`src/gvp_pkg.sv`:
```
`timescale 1ns / 1ps

package gvp_pkg;

	localparam int CORDIC_STAGES_DEF = 20;
	localparam int COORD_BITS_DEF    = 8;

	localparam int FIELD_BITS  = 8;
	localparam int SCALE_BITS  = 10;
	localparam int PRE_SHIFT   = 20;
	localparam int ANGLE_FRAC  = 24;
	localparam int ZW          = 34;
	localparam int DIST_BITS   = 23;
	localparam int BEARING_BITS = 17;

	localparam logic signed [ZW-1:0] DEG180_Q24 = 34'sd3019898880;
	localparam logic signed [ZW-1:0] BEARING_LIMIT = 34'sd46080;
	localparam logic [31:0] DIST_MAX = 32'd8388607;

	localparam logic [SCALE_BITS-1:0] CELL_WIDTH_RST  = 10'd225;
	localparam logic [SCALE_BITS-1:0] CELL_HEIGHT_RST = 10'd200;

	localparam logic [29:0] ATAN_DEG_Q24 [32] = '{
		30'd754974720, 30'd445687602, 30'd235489088, 30'd119537938,
		30'd60000934,  30'd30029717,  30'd15018523,  30'd7509720,
		30'd3754917,   30'd1877466,   30'd938734,    30'd469367,
		30'd234684,    30'd117342,    30'd58671,     30'd29335,
		30'd14668,     30'd7334,      30'd3667,      30'd1833,
		30'd917,       30'd458,       30'd229,       30'd115,
		30'd57,        30'd29,        30'd14,        30'd7,
		30'd4,         30'd2,         30'd1,         30'd0
	};

	typedef enum logic [1:0] {
		REG_CELL_WIDTH,
		REG_CELL_HEIGHT,
		REG_BEARING_SWAP
	} cfg_reg_t;

	typedef struct packed {
		logic [SCALE_BITS-1:0] cell_width;
		logic [SCALE_BITS-1:0] cell_height;
		logic                  swap;
	} cfg_t;

endpackage

```
`src/gvp_cell.sv`:
```
`timescale 1ns / 1ps

module gvp_cell
	import gvp_pkg::*;
#(
	parameter int COORD_BITS    = COORD_BITS_DEF,
	parameter int CORDIC_STAGES = CORDIC_STAGES_DEF,
	parameter int IDX           = 0
) (
	input  logic clk,
	input  logic arst_n,
	input  logic in_valid,
	output logic in_ready,
	input  logic signed [COORD_BITS+SCALE_BITS+PRE_SHIFT+2:0] x_in,
	input  logic signed [COORD_BITS+SCALE_BITS+PRE_SHIFT+2:0] y_in,
	input  logic signed [ZW-1:0] z_in,
	input  logic [2*(COORD_BITS+SCALE_BITS)+8:0] rem_in,
	input  logic [COORD_BITS+SCALE_BITS+4:0] root_in,
	output logic out_valid,
	input  logic out_ready,
	output logic signed [COORD_BITS+SCALE_BITS+PRE_SHIFT+2:0] x_out,
	output logic signed [COORD_BITS+SCALE_BITS+PRE_SHIFT+2:0] y_out,
	output logic signed [ZW-1:0] z_out,
	output logic [2*(COORD_BITS+SCALE_BITS)+8:0] rem_out,
	output logic [COORD_BITS+SCALE_BITS+4:0] root_out
);

	localparam int MAG = COORD_BITS + SCALE_BITS;
	localparam int XW  = MAG + PRE_SHIFT + 3;
	localparam int SW  = 2 * MAG + 9;
	localparam int RW  = MAG + 5;
	localparam int TW  = SW + 2;
	localparam bit DO_ROT  = IDX < CORDIC_STAGES;
	localparam bit DO_SQRT = IDX < RW;
	localparam int K = DO_SQRT ? RW - 1 - IDX : 0;

	logic signed [XW-1:0] xs, ys, x_n, y_n;
	logic signed [ZW-1:0] z_n, ang;
	logic [TW-1:0] trial;
	logic [SW-1:0] rem_n;
	logic [RW-1:0] root_n;
	logic valid_q;

	assign in_ready = !valid_q || out_ready;

	always_comb begin
		xs = x_in >>> IDX;
		ys = y_in >>> IDX;
		ang = $signed(ZW'(ATAN_DEG_Q24[IDX]));
		x_n = x_in;
		y_n = y_in;
		z_n = z_in;
		if (DO_ROT) begin
			if (!y_in[XW-1] && (y_in != '0)) begin
				x_n = x_in + ys;
				y_n = y_in - xs;
				z_n = z_in + ang;
			end else if (y_in[XW-1]) begin
				x_n = x_in - ys;
				y_n = y_in + xs;
				z_n = z_in - ang;
			end
		end
	end

	always_comb begin
		trial = (TW'(root_in) << (K + 1)) + (TW'(1) << (2 * K));
		rem_n = rem_in;
		root_n = root_in;
		if (DO_SQRT && (TW'(rem_in) >= trial)) begin
			rem_n = rem_in - trial[SW-1:0];
			root_n = root_in | (RW'(1) << K);
		end
	end

	always_ff @(posedge clk or negedge arst_n) begin
		if (!arst_n) begin
			valid_q <= 1'b0;
		end else if (in_ready) begin
			valid_q <= in_valid;
		end
	end

	always_ff @(posedge clk) begin
		if (in_ready && in_valid) begin
			x_out <= x_n;
			y_out <= y_n;
			z_out <= z_n;
			rem_out <= rem_n;
			root_out <= root_n;
		end
	end

	assign out_valid = valid_q;

endmodule

```
`config.mk`:
```
export PLATFORM = sky130hd
export DESIGN_NAME = gvp_cell
export DESIGN_NICKNAME = d
export VERILOG_FILES = /design/src/gvp_pkg.sv /design/src/gvp_cell.sv
export SDC_FILE = /design/constraint.sdc
export NUM_CORES = 1
export LEC_CHECK = 0
export BUFFER_PORTS_ARGS = -buffer_cell sky130_fd_sc_hd__clkbuf_2
export CAP_MARGIN = 30
export CELL_PAD_IN_SITES_DETAIL_PLACEMENT = 0
export CELL_PAD_IN_SITES_GLOBAL_PLACEMENT = 1
export CORE_AREA = 4 4 221 223
export DETAILED_ROUTE_END_ITERATION = 16
export DIE_AREA = 0 0 225 227
export PLACE_DENSITY_LB_ADDON = 0.1
export SETUP_SLACK_MARGIN = 0.02
export SLEW_MARGIN = 0
export SYNTH_ARGS = -nofsm -noshare
export SYNTH_HDL_FRONTEND = slang
export SYNTH_SLANG_ARGS = --single-unit
```
`constraint.sdc`:
```
create_clock -name clk -period 8.28 [get_ports clk]
set_input_delay 0 -clock clk [delete_from_list [all_inputs] [get_ports clk]]
set_output_delay 0 -clock clk [all_outputs]
set_load 0.005 [all_outputs]
```
Word-level counts from Yosys, hierarchy flattened
Index checks and enable logic that the tools add are counted.

cells by class
  order comparisons = 1
  bitwise gates (word level) = 0
  $mul = 0
  equality and inequality tests = 0
  reduce and logical (&&, ||, !) cells = 6
  shift-type cells = 0
  div/mod/pow operators = 0
  add/sub/neg operators = 7
  mux-type cells = 7

operators with widths
  operator                                                                count
  41-bit two-way mux                                                      4
  41-bit subtractor                                                       2
  34-bit two-way mux                                                      2
  46-bit by 45-bit adder with 47-bit output (second input constant)       1
  45-bit by 47-bit >= comparator with 1-bit output                        1
  45-bit two-way mux                                                      1
  45-bit subtractor                                                       1
  41-bit adder                                                            1
  41-bit nonzero test                                                     1
  34-bit by 31-bit adder with 34-bit output (second input constant)       1
  34-bit by 31-bit subtractor with 34-bit output (second input constant)  1
  1-bit logical AND                                                       2
  1-bit logical NOT                                                       2
  1-bit logical OR                                                        1

storage, ports and cells
  memories = 0
  output and inout bits = 186
  register bits = 185
  logic and storage cells = 28
  ROM bits = 0
  bits in latches = 0
  RAM bits = 0

Longest topological paths before layout
Gate-level depths: netlist (run 1).

  depth in word-level cells = 3
  gate-level depth with buffers = 14
  mapped depth without buffers = 13

Worst setup path after synthesis (run 1)
OpenSTA, ideal clock, no wires.

  path kind = register to register
  start point = register valid_q, in the netlist out_valid
  end point = register rem_out[0] (enable)
  setup slack = 2.987 ns
  clock period less this slack = 5.293 ns
  library setup time = 0.567 ns
  path buffers = 0
  arrival time = 4.726 ns
  cell stages (with the launch flop) = 3
  path through = dfrtp_1 -> nand2b_1 -> and2_1

between the ends
  word-level cells in the longest chain between the ends = 3

ends and longest elaborated chain
  element                 line            text
  start, declared         gvp_cell.sv:42  logic valid_q;
  start signal, assigned  gvp_cell.sv:80  valid_q <= in_valid;
  1-bit logical NOT       gvp_cell.sv:44  assign in_ready = !valid_q || out_ready;
  1-bit logical OR        gvp_cell.sv:44
  via in_ready            gvp_cell.sv:13  output logic in_ready,
  1-bit logical AND       gvp_cell.sv:85  if (in_ready && in_valid) begin
  end signal, assigned    gvp_cell.sv:89  rem_out <= rem_n;
  end, declared           gvp_cell.sv:24  output logic [2*(COORD_BITS+SCALE_BITS)+8:0] rem_out,

The timed path passes the listed nets, and every way through them passes these cells.
A chain may end at the register's enable or synchronous reset.

Worst setup path in the final report (run 1)
  start point = input x_in[5]
  end point = register x_out[36] (data pin)

between the ends
  word-level cells in the longest chain between the ends = 3
  elaborated cells between the ends (all ways) = 4
  those cells by class = 2 x add/sub; 2 x mux

ends and longest elaborated chain
  element                 line            text
  start, declared         gvp_cell.sv:14  input logic signed [COORD_BITS+SCALE_BITS+PRE_SHIFT+2:0] x_in,
  41-bit subtractor       gvp_cell.sv:59  x_n = x_in - ys;
  41-bit two-way mux      gvp_cell.sv:58  end else if (y_in[XW-1]) begin
  41-bit two-way mux (*)  gvp_cell.sv:54  if (!y_in[XW-1] && (y_in != '0)) begin
  via x_n[36]             gvp_cell.sv:37  logic signed [XW-1:0] xs, ys, x_n, y_n;
  end signal, assigned    gvp_cell.sv:86  x_out <= x_n;
  end, declared           gvp_cell.sv:21  output logic signed [COORD_BITS+SCALE_BITS+PRE_SHIFT+2:0] x_out,

Mark *: on every way through the listed nets, which the timed path passes. The rest lies on a longest branch.

==> results.json, run 1 <==
{
  "pwr-share-comb": 0.349,
  "timing.fmax_mhz": 230.4,
  "row_count": 79,
  "synth_cell_type_count": 83,
  "cp-start-kind": "input port",
  "synth_xor_area_frac": 0.06464,
  "worst-path-max-fanout": 13,
  "power.internal_mw": 1.996,
  "crit_arrival_ps": 4630,
  "crit_buf_inv": 4,
  "p_leak_nw": 8.827,
  "synth-seq-cells": 185,
  "num-nets-final": 2583,
  "vias_per_cell": 5.388,
  "seq_area_sq_um": 5550,
  "async_flop_share": 0.005405,
  "cpMostUsedCell": "inv_1",
  "dieArea_sq_um": 51080,
  "power_frac_seq": 0.371,
  "synth_cells": 1769,
  "critical_path.top_delay_family": "compound AO/OA/AOI/OAI gates",
  "worstHoldPathCells": 3,
  "relSlewSlack": 0.3205,
  "core_region_area_sq_um": 46560,
  "slowest_stage": "ha_1",
  "avgSynthCellArea_sq_um": 8.885,
  "setup_violations": 0,
  "finalCritPeriodShare": 0.5241,
  "reg2reg_from": "out_valid$_DFFE_PN0N_",
  "clock-skew-final_ps": 10.01,
  "hp-class": "input port to register",
  "cts_hold_buf": 132,
  "whs_endpoint": "x_out[16]$_DFFE_PP_",
  "power_density_nw_per_um2": 156.3,
  "gp_congestion": 0.9388,
  "status": "finished clean",
  "grt_use_total": 0.2405,
  "power.switching_mw": 1.138,
  "clkTransAtPathRegs_ps": 90,
  "yosysTopAreaCell": "edfxtp_1",
  "synth.most_common_cell": "a21oi_1",
  "io_pins": 374,
  "dr.pass1.iters": 5,
  "antenna_found_initial": 1,
  "yosysTopAreaCellShare": 0.3515,
  "die_h_um": 227,
  "cap_violations": 0,
  "synth_mux_area_frac": 0.01616,
  "grt_pass1_vias": 15240,
  "antenna_cells": 0,
  "overflow": 0,
  "yosys.area_share.simple": 0.1317,
  "reg2reg_depth": 3,
  "fin_area_sq_um": 20050,
  "dpl_cell_area_sq_um": 18120,
  "dieWidth_um": 225,
  "worstMarginPinSlew_ps": 1012,
  "r2r_slack_ps": 5750,
  "synth_top_family_by_area": "compound AO/OA/AOI/OAI gates",
  "cts_setup_buffers": 0,
  "yosys-top-cells-area": "edfxtp_1, ha_1, a21oi_1",
  "vdd.ir_drop.worst_v": 0.0001810,
  "cts_tree": "built",
  "place_hpwl_mm": 49.79,
  "grt_pass1_wl_mm": 93.56,
  "final_antenna_net_count": 0,
  "hold_viol": 0,
  "synthToLayoutAreaGrowth_pct": 27.55,
  "synth_nets": 2122,
  "synth_edf_count": 184,
  "post-route-worst-setup-slack_ps": 3940,
  "worstPathRequired_ps": 8570,
  "cts_buffer_depth": 2,
  "grt_max_degree": 73,
  "clock_latency_ps": 500,
  "totalWireLength_mm": 63.55,
  "cts-buffers-inserted": 17,
  "p_sw_frac": 0.3631,
  "worstPathCellList": "dlygate4sd3_1, clkbuf_2, inv_1, ha_1, inv_1, a221o_1, o211a_1, o21ai_1, o211ai_2, a21oi_1, o21ai_2, a31oi_1, mux2_2, a211oi_1",
  "end_kind": "register",
  "drt-initial-drc-count": 1146,
  "numPortBuffers": 373,
  "initial_core_util": 0.3376,
  "drc": 0,
  "wire_per_inst_um": 22.30,
  "pre_cts_slack_ps": 4143,
  "cts-root-buf": "clkbuf_16",
  "drive_gt1_frac": 0.1988,
  "hold_ws_ps": 33.63,
  "min_from": "x_in[16]",
  "maxSlewViolCount": 0,
  "cts.sinks": 185,
  "finalSetupTns_ps": 0,
  "critical_path_class": "input port to register",
  "vias": 15360,
  "htree_levels": 4,
  "multi_input_area_sq_um": 9215,
  "syn_area_sq_um": 15720,
  "synthAdderAreaFrac": 0.1333,
  "yosysWarnings": 0,
  "synth_flop_cell": "edfxtp_1",
  "p_clk_frac": 0.280,
  "ctsResizeCount": 0,
  "yosys-top-cells-count": "a21oi_1, edfxtp_1, inv_1",
  "fillers": 4686,
  "cpPeakStageDelay_ps": 580,
  "rsz0062_at_grt": "no",
  "post-route-min-period_ps": 4340,
  "synth_compound_area_frac": 0.2400,
  "ys_seq_area_frac": 0.3531,
  "r2r-end": "rem_out[9]$_DFFE_PP_"
}
==> area by class of cell <==
class / count / area share
inverter: 169 / 0.03164
clock inverter: 14 / 0.008925
multi-input combinational: 1340 / 0.4597
clock buffer: 18 / 0.02141
timing repair buffer: 517 / 0.1636
tap: 607 / 0.03788
sequential: 185 / 0.2769
==> layer usage <==
metal / global-route usage / wire [um] / vias to the layer above
li1: - / - / 7351
met1: 0.3172 / 28190 / 7342
met5: 0 / 13 / -
met4: 0.07984 / 2066 / 2
met2: 0.3958 / 29440 / 567
met3: 0.05093 / 3841 / 94
==> sequential cells by signal, indices dropped and copies added (netlist names) <==
signal / flops
x_out: 41
rem_out: 45
root_out: 23
y_out: 41
z_out: 34
out_valid: 1
==> cell families (layout without fill, tap and decap cells) <==
group	count (synthesis)	after routing
AO/OA/AOI/OAI	594	594
buffers and inverters	244	718
multiplexers	25	25
flip-flops	185	185
AND/OR/NAND/NOR	440	440
XOR/XNOR	116	116
adder cells (fa/ha/maj)	165	165
==> through the flow <==
step / utilization / total power [mW] / cells
2_1_floorplan: - / 1.826 / 1769
3_3_place_gp: 0.3892 / 2.216 / 2686
3_5_place_dp: 0.3892 / 2.213 / 2686
4_1_cts: 0.4306 / 3.157 / 2850
5_1_grt: 0.4306 / 3.303 / 2850
6_report: 0.4306 / 3.134 / 2850
==> cell usage in the layout (no fill, tap or decap), types with 7 or more instances in the layout <==
cell,synthesis,routed
a211oi_1,21,21
a21boi_0,7,7
a21o_1,34,34
a21oi_1,194,194
a221o_1,7,7
a31oi_1,19,19
and2_1,8,7
and3_1,8,8
buf_4,3,13
clkbuf_16,0,17
clkbuf_2,0,372
dlygate4sd3_1,0,132
edfxtp_1,184,184
ha_1,161,161
inv_1,162,162
mux2i_1,22,22
nand2_1,148,148
nand2b_1,20,20
nand3_1,20,20
nand4_1,30,30
nor2_1,110,110
nor2b_1,14,14
nor3_1,33,32
nor4_1,23,23
o211ai_1,10,10
o21a_1,9,9
o21ai_0,128,127
o21ai_1,24,25
o21bai_1,42,42
o22ai_1,8,8
o31a_1,7,7
o31ai_1,16,16
or3_1,11,10
xnor2_1,97,97
xor2_1,19,19
==> worst max path at each step <==
stage	from	to	slack, ps	cells after the start
2_1_floorplan	out_valid$_DFFE_PN0N_	rem_out[0]$_DFFE_PP_	2990	2
3_3_place_gp	x_in[5]	x_out[36]$_DFFE_PP_	4120	13
3_5_place_dp	x_in[5]	x_out[36]$_DFFE_PP_	4140	13
4_1_cts	x_in[5]	x_out[36]$_DFFE_PP_	4080	14
5_1_grt	x_in[5]	x_out[36]$_DFFE_PP_	3790	14
6_report	x_in[5]	x_out[36]$_DFFE_PP_	3940	14
==> power groups by stage <==
stage	clock network, mW	registers (mW)	logic [mW]
final	0.877	1.16	1.09
after global routing	0.937	1.17	1.20
after global placement	0	1.18	1.03
after CTS	0.904	1.16	1.09
after floorplan	0	1.20	0.630
after detailed placement	0	1.18	1.03
==> worst reg2reg max path, delay by kind of cell, from the launching register on <==
family,cells,cell delay [ps]
buffers and inverters,1,840
AND/OR/NAND/NOR,2,810
flip-flops,1,400
(Power assumes the default switching activity.)
==> run 2: changes to the inputs <==
==> constraint.sdc (replaced) <==
create_clock -name clk -period 4.4 [get_ports clk]
set_input_delay 0 -clock clk [delete_from_list [all_inputs] [get_ports clk]]
set_output_delay 0 -clock clk [all_outputs]
set_load 0.005 [all_outputs]
==> run 2 against run 1 <==
Final cell count up 0.74%. Sequential share of layout area decreased by 0.26 points. Total power rose by 89%. First-iteration DRC count is 1.2% higher. Hold slack better by 6.2 ps. Cell area up 0.93%. Critical path depth unchanged. Utilization rose by 0.40 points. Via count increased by 0.60%. Largest power group unchanged.
==> results.json, run 2 (synthesis results as in run 1) <==
{
  "rsz0062_at_grt": "no",
  "p_leak_nw": 8.918,
  "numPortBuffers": 373,
  "final_common_cell": "clkbuf_2",
  "cpPeakStageDelay_ps": 580,
  "vias_per_cell": 5.381,
  "drt-initial-drc-count": 1160,
  "finalCritPeriodShare": 0.9369,
  "post-route-min-period_ps": 4122,
  "io_pins": 374,
  "cap_violations": 0,
  "pre_cts_slack_ps": 366.1,
  "grt_use_total": 0.2462,
  "grt_pass1_vias": 15320,
  "worstMarginPinSlew_ps": 874.4,
  "finalSetupTns_ps": 0,
  "dr.pass1.iters": 6,
  "grt_max_degree": 80,
  "clock_latency_ps": 520,
  "timing.fmax_mhz": 242.6,
  "synthToLayoutAreaGrowth_pct": 28.74,
  "die_h_um": 227,
  "cp-start-kind": "input port",
  "r2r-end": "rem_out[25]$_DFFE_PP_",
  "power_density_nw_per_um2": 292.7,
  "setup_violations": 0,
  "reg2reg_depth": 3,
  "max_flop_register": "rem_out",
  "num-nets-final": 2604,
  "critical_path_class": "input port to register",
  "cts-root-buf": "clkbuf_16",
  "min_from": "x_in[13]",
  "worstPathRequired_ps": 4740,
  "worstHoldPathCells": 3,
  "reg_top3": "rem_out x45, x_out x41, y_out x41",
  "antenna_cells": 0,
  "core_region_area_sq_um": 46560,
  "critical_path.top_delay_family": "compound AO/OA/AOI/OAI gates",
  "vdd.ir_drop.worst_v": 0.0003625,
  "relSlewSlack": 0.4132,
  "clkTransAtPathRegs_ps": 80,
  "initial_core_util": 0.3376,
  "final_cell_mix": "clkbuf_2, a21oi_1, edfxtp_1",
  "htree_levels": 4,
  "cts_buffer_depth": 2,
  "final_antenna_net_count": 0,
  "crit_buf_inv": 4,
  "whs_endpoint": "x_out[13]$_DFFE_PP_",
  "cts-buffers-inserted": 17,
  "crit_arrival_ps": 4470,
  "drive_gt1_frac": 0.2036,
  "cts.sinks": 185,
  "wire_per_inst_um": 22.60,
  "vias": 15450,
  "cts_setup_buffers": 0,
  "place_hpwl_mm": 50.76,
  "hp-class": "input port to register",
  "clock-skew-final_ps": 23.29,
  "r2r_slack_ps": 2330,
  "maxSlewViolCount": 0,
  "grt_pass1_wl_mm": 95.90,
  "end_kind": "register",
  "slowest_stage": "ha_1",
  "dieWidth_um": 225,
  "overflow": 0,
  "totalWireLength_mm": 64.89,
  "status": "finished clean",
  "hold_ws_ps": 39.83,
  "drc": 0,
  "row_count": 79,
  "cts_tree": "built",
  "gp_congestion": 0.9367,
  "antenna_found_initial": 0,
  "post-route-worst-setup-slack_ps": 277.7,
  "worst-path-max-fanout": 13,
  "worstPathCellList": "dlygate4sd3_1, clkbuf_2, inv_1, ha_1, inv_1, a221o_1, o211a_1, o21ai_1, o211ai_2, a21oi_1, o21ai_2, a31oi_1, mux2_2, a211oi_1",
  "dieArea_sq_um": 51080,
  "largest_reg_flops": 45,
  "cpMostUsedCell": "inv_1",
  "reg2reg_from": "out_valid$_DFFE_PN0N_",
  "ctsResizeCount": 0,
  "hold_viol": 0
}
-- run 2: tightest hold or removal path, cell delays in order --
cell and delay (ps):
clkbuf_2 130, o21ai_0 90, o22ai_1 190
-- run 2: worst max path at each step --
stage                                startpoint  cells past startpoint              endpoint  slack (ps)
after CTS                               x_in[5]                     14   x_out[36]$_DFFE_PP_         340
after floorplan           out_valid$_DFFE_PN0N_                      2  rem_out[0]$_DFFE_PP_        1180
after global placement                  x_in[5]                     13   x_out[36]$_DFFE_PP_         320
final                                   x_in[5]                     14   x_out[36]$_DFFE_PP_         280
after detailed placement                x_in[5]                     13   x_out[36]$_DFFE_PP_         370
after global routing                    x_in[5]                     14   x_out[36]$_DFFE_PP_         110
-- run 2: what timing repair did --
action,4_1_cts,5_1_grt
hold buffers,137,0
hold endpoints to repair,134,0
endpoints found under the setup margin,0,0
-- run 2: final cells by class --
class                           count  area, sq um
Clock buffer                       18        429.2
Clock inverter                     14        157.7
Fill cell                        4657        26320
Inverter                          169        634.4
Multi-Input combinational cell   1340         9215
Sequential cell                   185         5550
Tap cell                          607        759.5
Timing Repair Buffer              538         3488
-- run 2: through the flow --
| step | area [sq um] | util | cells | power, mW |
|---|---|---|---|---|
| 2_1_floorplan | 15720 | - | 1769 | 3.428 |
| 3_5_place_dp | 18280 | 0.3926 | 2702 | 4.201 |
| 4_1_cts | 20230 | 0.4346 | 2871 | 5.969 |
| 3_3_place_gp | 18280 | 0.3926 | 2702 | 4.212 |
| 6_report | 20230 | 0.4346 | 2871 | 5.922 |
| 5_1_grt | 20230 | 0.4346 | 2871 | 6.239 |
-- run 2: layer usage --
layer | share of wire | GRT usage
met5 | 0 | 0
met4 | 0.025 | 0.07273
met3 | 0.054 | 0.04075
met2 | 0.47 | 0.4058
met1 | 0.45 | 0.3350
-- run 2: power breakdown --
group | internal (mW) | switching (mW)
logic | 0.819 | 1.28
clock network | 0.804 | 0.831
registers | 2.14 | 0.0463
total | 3.76 | 2.16
==> run 3: changes to the inputs <==
--- a/config.mk
+++ b/config.mk
@@ -9,12 +9,12 @@
 export CAP_MARGIN = 30
 export CELL_PAD_IN_SITES_DETAIL_PLACEMENT = 0
 export CELL_PAD_IN_SITES_GLOBAL_PLACEMENT = 1
-export CORE_AREA = 4 4 221 223
+export CORE_AREA = 4 4 201 203
 export DETAILED_ROUTE_END_ITERATION = 16
-export DIE_AREA = 0 0 225 227
+export DIE_AREA = 0 0 205 207
 export PLACE_DENSITY_LB_ADDON = 0.1
 export SETUP_SLACK_MARGIN = 0.02
-export SLEW_MARGIN = 0
+export SLEW_MARGIN = 20
 export SYNTH_ARGS = -nofsm -noshare
 export SYNTH_HDL_FRONTEND = slang
 export SYNTH_SLANG_ARGS = --single-unit
==> run 3 against run 2 <==
Sequential share of layout area up 0.26 points. Critical path depth up 3. Register-to-register slack better by 20 ps. Utilization up 8.6 points. Total power up 0.10%. Sequential power about the same. Combinational power about the same. Final cell count down 3.4%. First-iteration DRC count up 16%. Largest power group unchanged.
==> results.json, run 3 (synthesis results as in run 1) <==
{
  "gp_congestion": 0.9400,
  "cp-start-kind": "input port",
  "drt-initial-drc-count": 1340,
  "final_antenna_net_count": 0,
  "relSlewSlack": 0.3594,
  "wire_per_inst_um": 22.67,
  "timing.fmax_mhz": 252.6,
  "crit_start": "x_in[0]",
  "dieWidth_um": 205,
  "reg2reg_from": "out_valid$_DFFE_PN0N_",
  "grt_use_total": 0.2841,
  "final_util": 0.5211,
  "reg2reg_depth": 3,
  "cts_setup_buffers": 0,
  "grt_pass1_vias": 15310,
  "cpPeakStageDelay_ps": 550,
  "clock_latency_ps": 480,
  "vias_per_cell": 5.590,
  "overflow": 0,
  "end_kind": "register",
  "cts-buffers-inserted": 17,
  "worstPathRequired_ps": 4620,
  "antenna_found_initial": 2,
  "die_h_um": 207,
  "hold_ws_ps": 14.88,
  "num-nets-final": 2594,
  "rsz0062_at_grt": "no",
  "clkTransAtPathRegs_ps": 70,
  "largest_reg_flops": 45,
  "crit_arrival_ps": 4180,
  "htree_levels": 4,
  "dr.pass1.iters": 5,
  "dieArea_sq_um": 42440,
  "final_cell_mix": "clkbuf_2, a21oi_1, edfxtp_1",
  "grt_pass1_wl_mm": 93.09,
  "post-route-min-period_ps": 3960,
  "drc": 0,
  "post-place-cells": 2612,
  "vdd.ir_drop.worst_v": 0.0002904,
  "drive_gt1_frac": 0.2045,
  "slowest_stage": "o31ai_1",
  "setup_violations": 0,
  "place_hpwl_mm": 49.27,
  "totalWireLength_mm": 62.87,
  "fillers": 3712,
  "cts-root-buf": "clkbuf_16",
  "cpMostUsedCell": "buf_4",
  "grt_max_degree": 82,
  "worstMarginPinSlew_ps": 961.0,
  "crit_buf_inv": 5,
  "core_region_area_sq_um": 38470,
  "power_density_nw_per_um2": 295.7,
  "numPortBuffers": 373,
  "finalSetupTns_ps": 0,
  "final_common_cell": "clkbuf_2",
  "hp-class": "input port to register",
  "clock-skew-final_ps": 10.85,
  "maxSlewViolCount": 0,
  "crit_cells": 17,
  "min_from": "x_in[26]",
  "initial_core_util": 0.4086,
  "final_cells": 2773,
  "worstPathCellList": "dlygate4sd3_1, clkbuf_2, ha_1, fa_1, nand2b_1, a21boi_1, o21ai_1, a21oi_1, buf_4, o21ai_0, o31ai_1, buf_4, a31oi_1, buf_4, o211ai_1, mux2i_1, nand2_1",
  "ctsResizeCount": 0,
  "status": "finished clean",
  "cap_violations": 0,
  "hold_viol": 0,
  "finalCritPeriodShare": 0.8999,
  "dpl_cell_area_sq_um": 18140,
  "critical_path.top_delay_family": "compound AO/OA/AOI/OAI gates",
  "row_count": 72,
  "cts_buffer_depth": 2,
  "reg_top3": "rem_out x45, x_out x41, y_out x41",
  "synthToLayoutAreaGrowth_pct": 27.54,
  "vias": 15500,
  "cts.sinks": 185,
  "worst-path-max-fanout": 4,
  "io_pins": 374,
  "critical_path_class": "input port to register",
  "fin_area_sq_um": 20050,
  "p_leak_nw": 8.892,
  "max_flop_register": "rem_out",
  "worstHoldPathCells": 3,
  "cts_tree": "built"
}
run 3: cell types whose count changed in the layout (fill, tap and decap cells not counted), sizes merged:
cell / previous run / this run
diode: 0 / 1
buf: 29 / 28
clkinv: 6 / 9
inv: 173 / 171
clkinvlp: 3 / 1
bufinv: 1 / 2
dlygate4sd3: 137 / 128
run 3: worst min-delay path, stage by stage:
cell      delay, ps
clkbuf_2        120
mux2i_1          70
a21oi_1         160
run 3: metal layers:
| metal | up-vias | wire [um] | track usage |
|---|---|---|---|
| li1 | 7356 | - | - |
| met1 | 7367 | 26700 | 0.3704 |
| met2 | 670 | 29880 | 0.4804 |
| met3 | 105 | 4303 | 0.04614 |
| met4 | 4 | 1972 | 0.09425 |
| met5 | - | 21 | 0 |
run 3: cell type report:
cell class	count	area, sq um	share of cell area
Multi-Input combinational cell	1340	9215	0.4597
Sequential cell	185	5550	0.2769
Timing Repair Buffer	528	3378	0.1685
Tap cell	518	648.1	0.03233
Inverter	169	634.4	0.03165
Clock buffer	18	429.2	0.02141
Clock inverter	14	187.7	0.009363
Antenna cell	1	2.502	0.0001248
run 3: timing repair:
action | in CTS | in global routing
setup endpoints to repair | 0 | 0
endpoints found under the hold margin | 125 | 0
hold buffers | 128 | 0
run 3: path summary, 6_finish.rpt:
| check | slack, ps | endpoint |
|---|---|---|
| max | 440 | y_out[38]$_DFFE_PP_ |
| min in group asynchronous | 400 | out_valid$_DFFE_PN0N_ |
| min reg2reg | 1090 | out_valid$_DFFE_PN0N_ |
| max reg2reg | 2350 | x_out[26]$_DFFE_PP_ |
| min | 10 | x_out[26]$_DFFE_PP_ |
| max in group asynchronous | 3890 | out_valid$_DFFE_PN0N_ |
run 3: metrics by stage:
step | power (mW) | setup WS, ps
final | 5.928 | 440.4
after global routing | 6.221 | 324.1
after CTS | 5.943 | 638.1
after detailed placement | 4.167 | 654.0
after global placement | 4.169 | 640.5
after floorplan | 3.428 | 1177
run 3: where the power goes:
part / total [mW] / internal, mW / leakage (nW) / switching, mW
combinational: 2.08 / 0.810 / 6.83 / 1.27
clock: 1.67 / 0.865 / 0.298 / 0.801
sequential: 2.18 / 2.14 / 1.77 / 0.0424
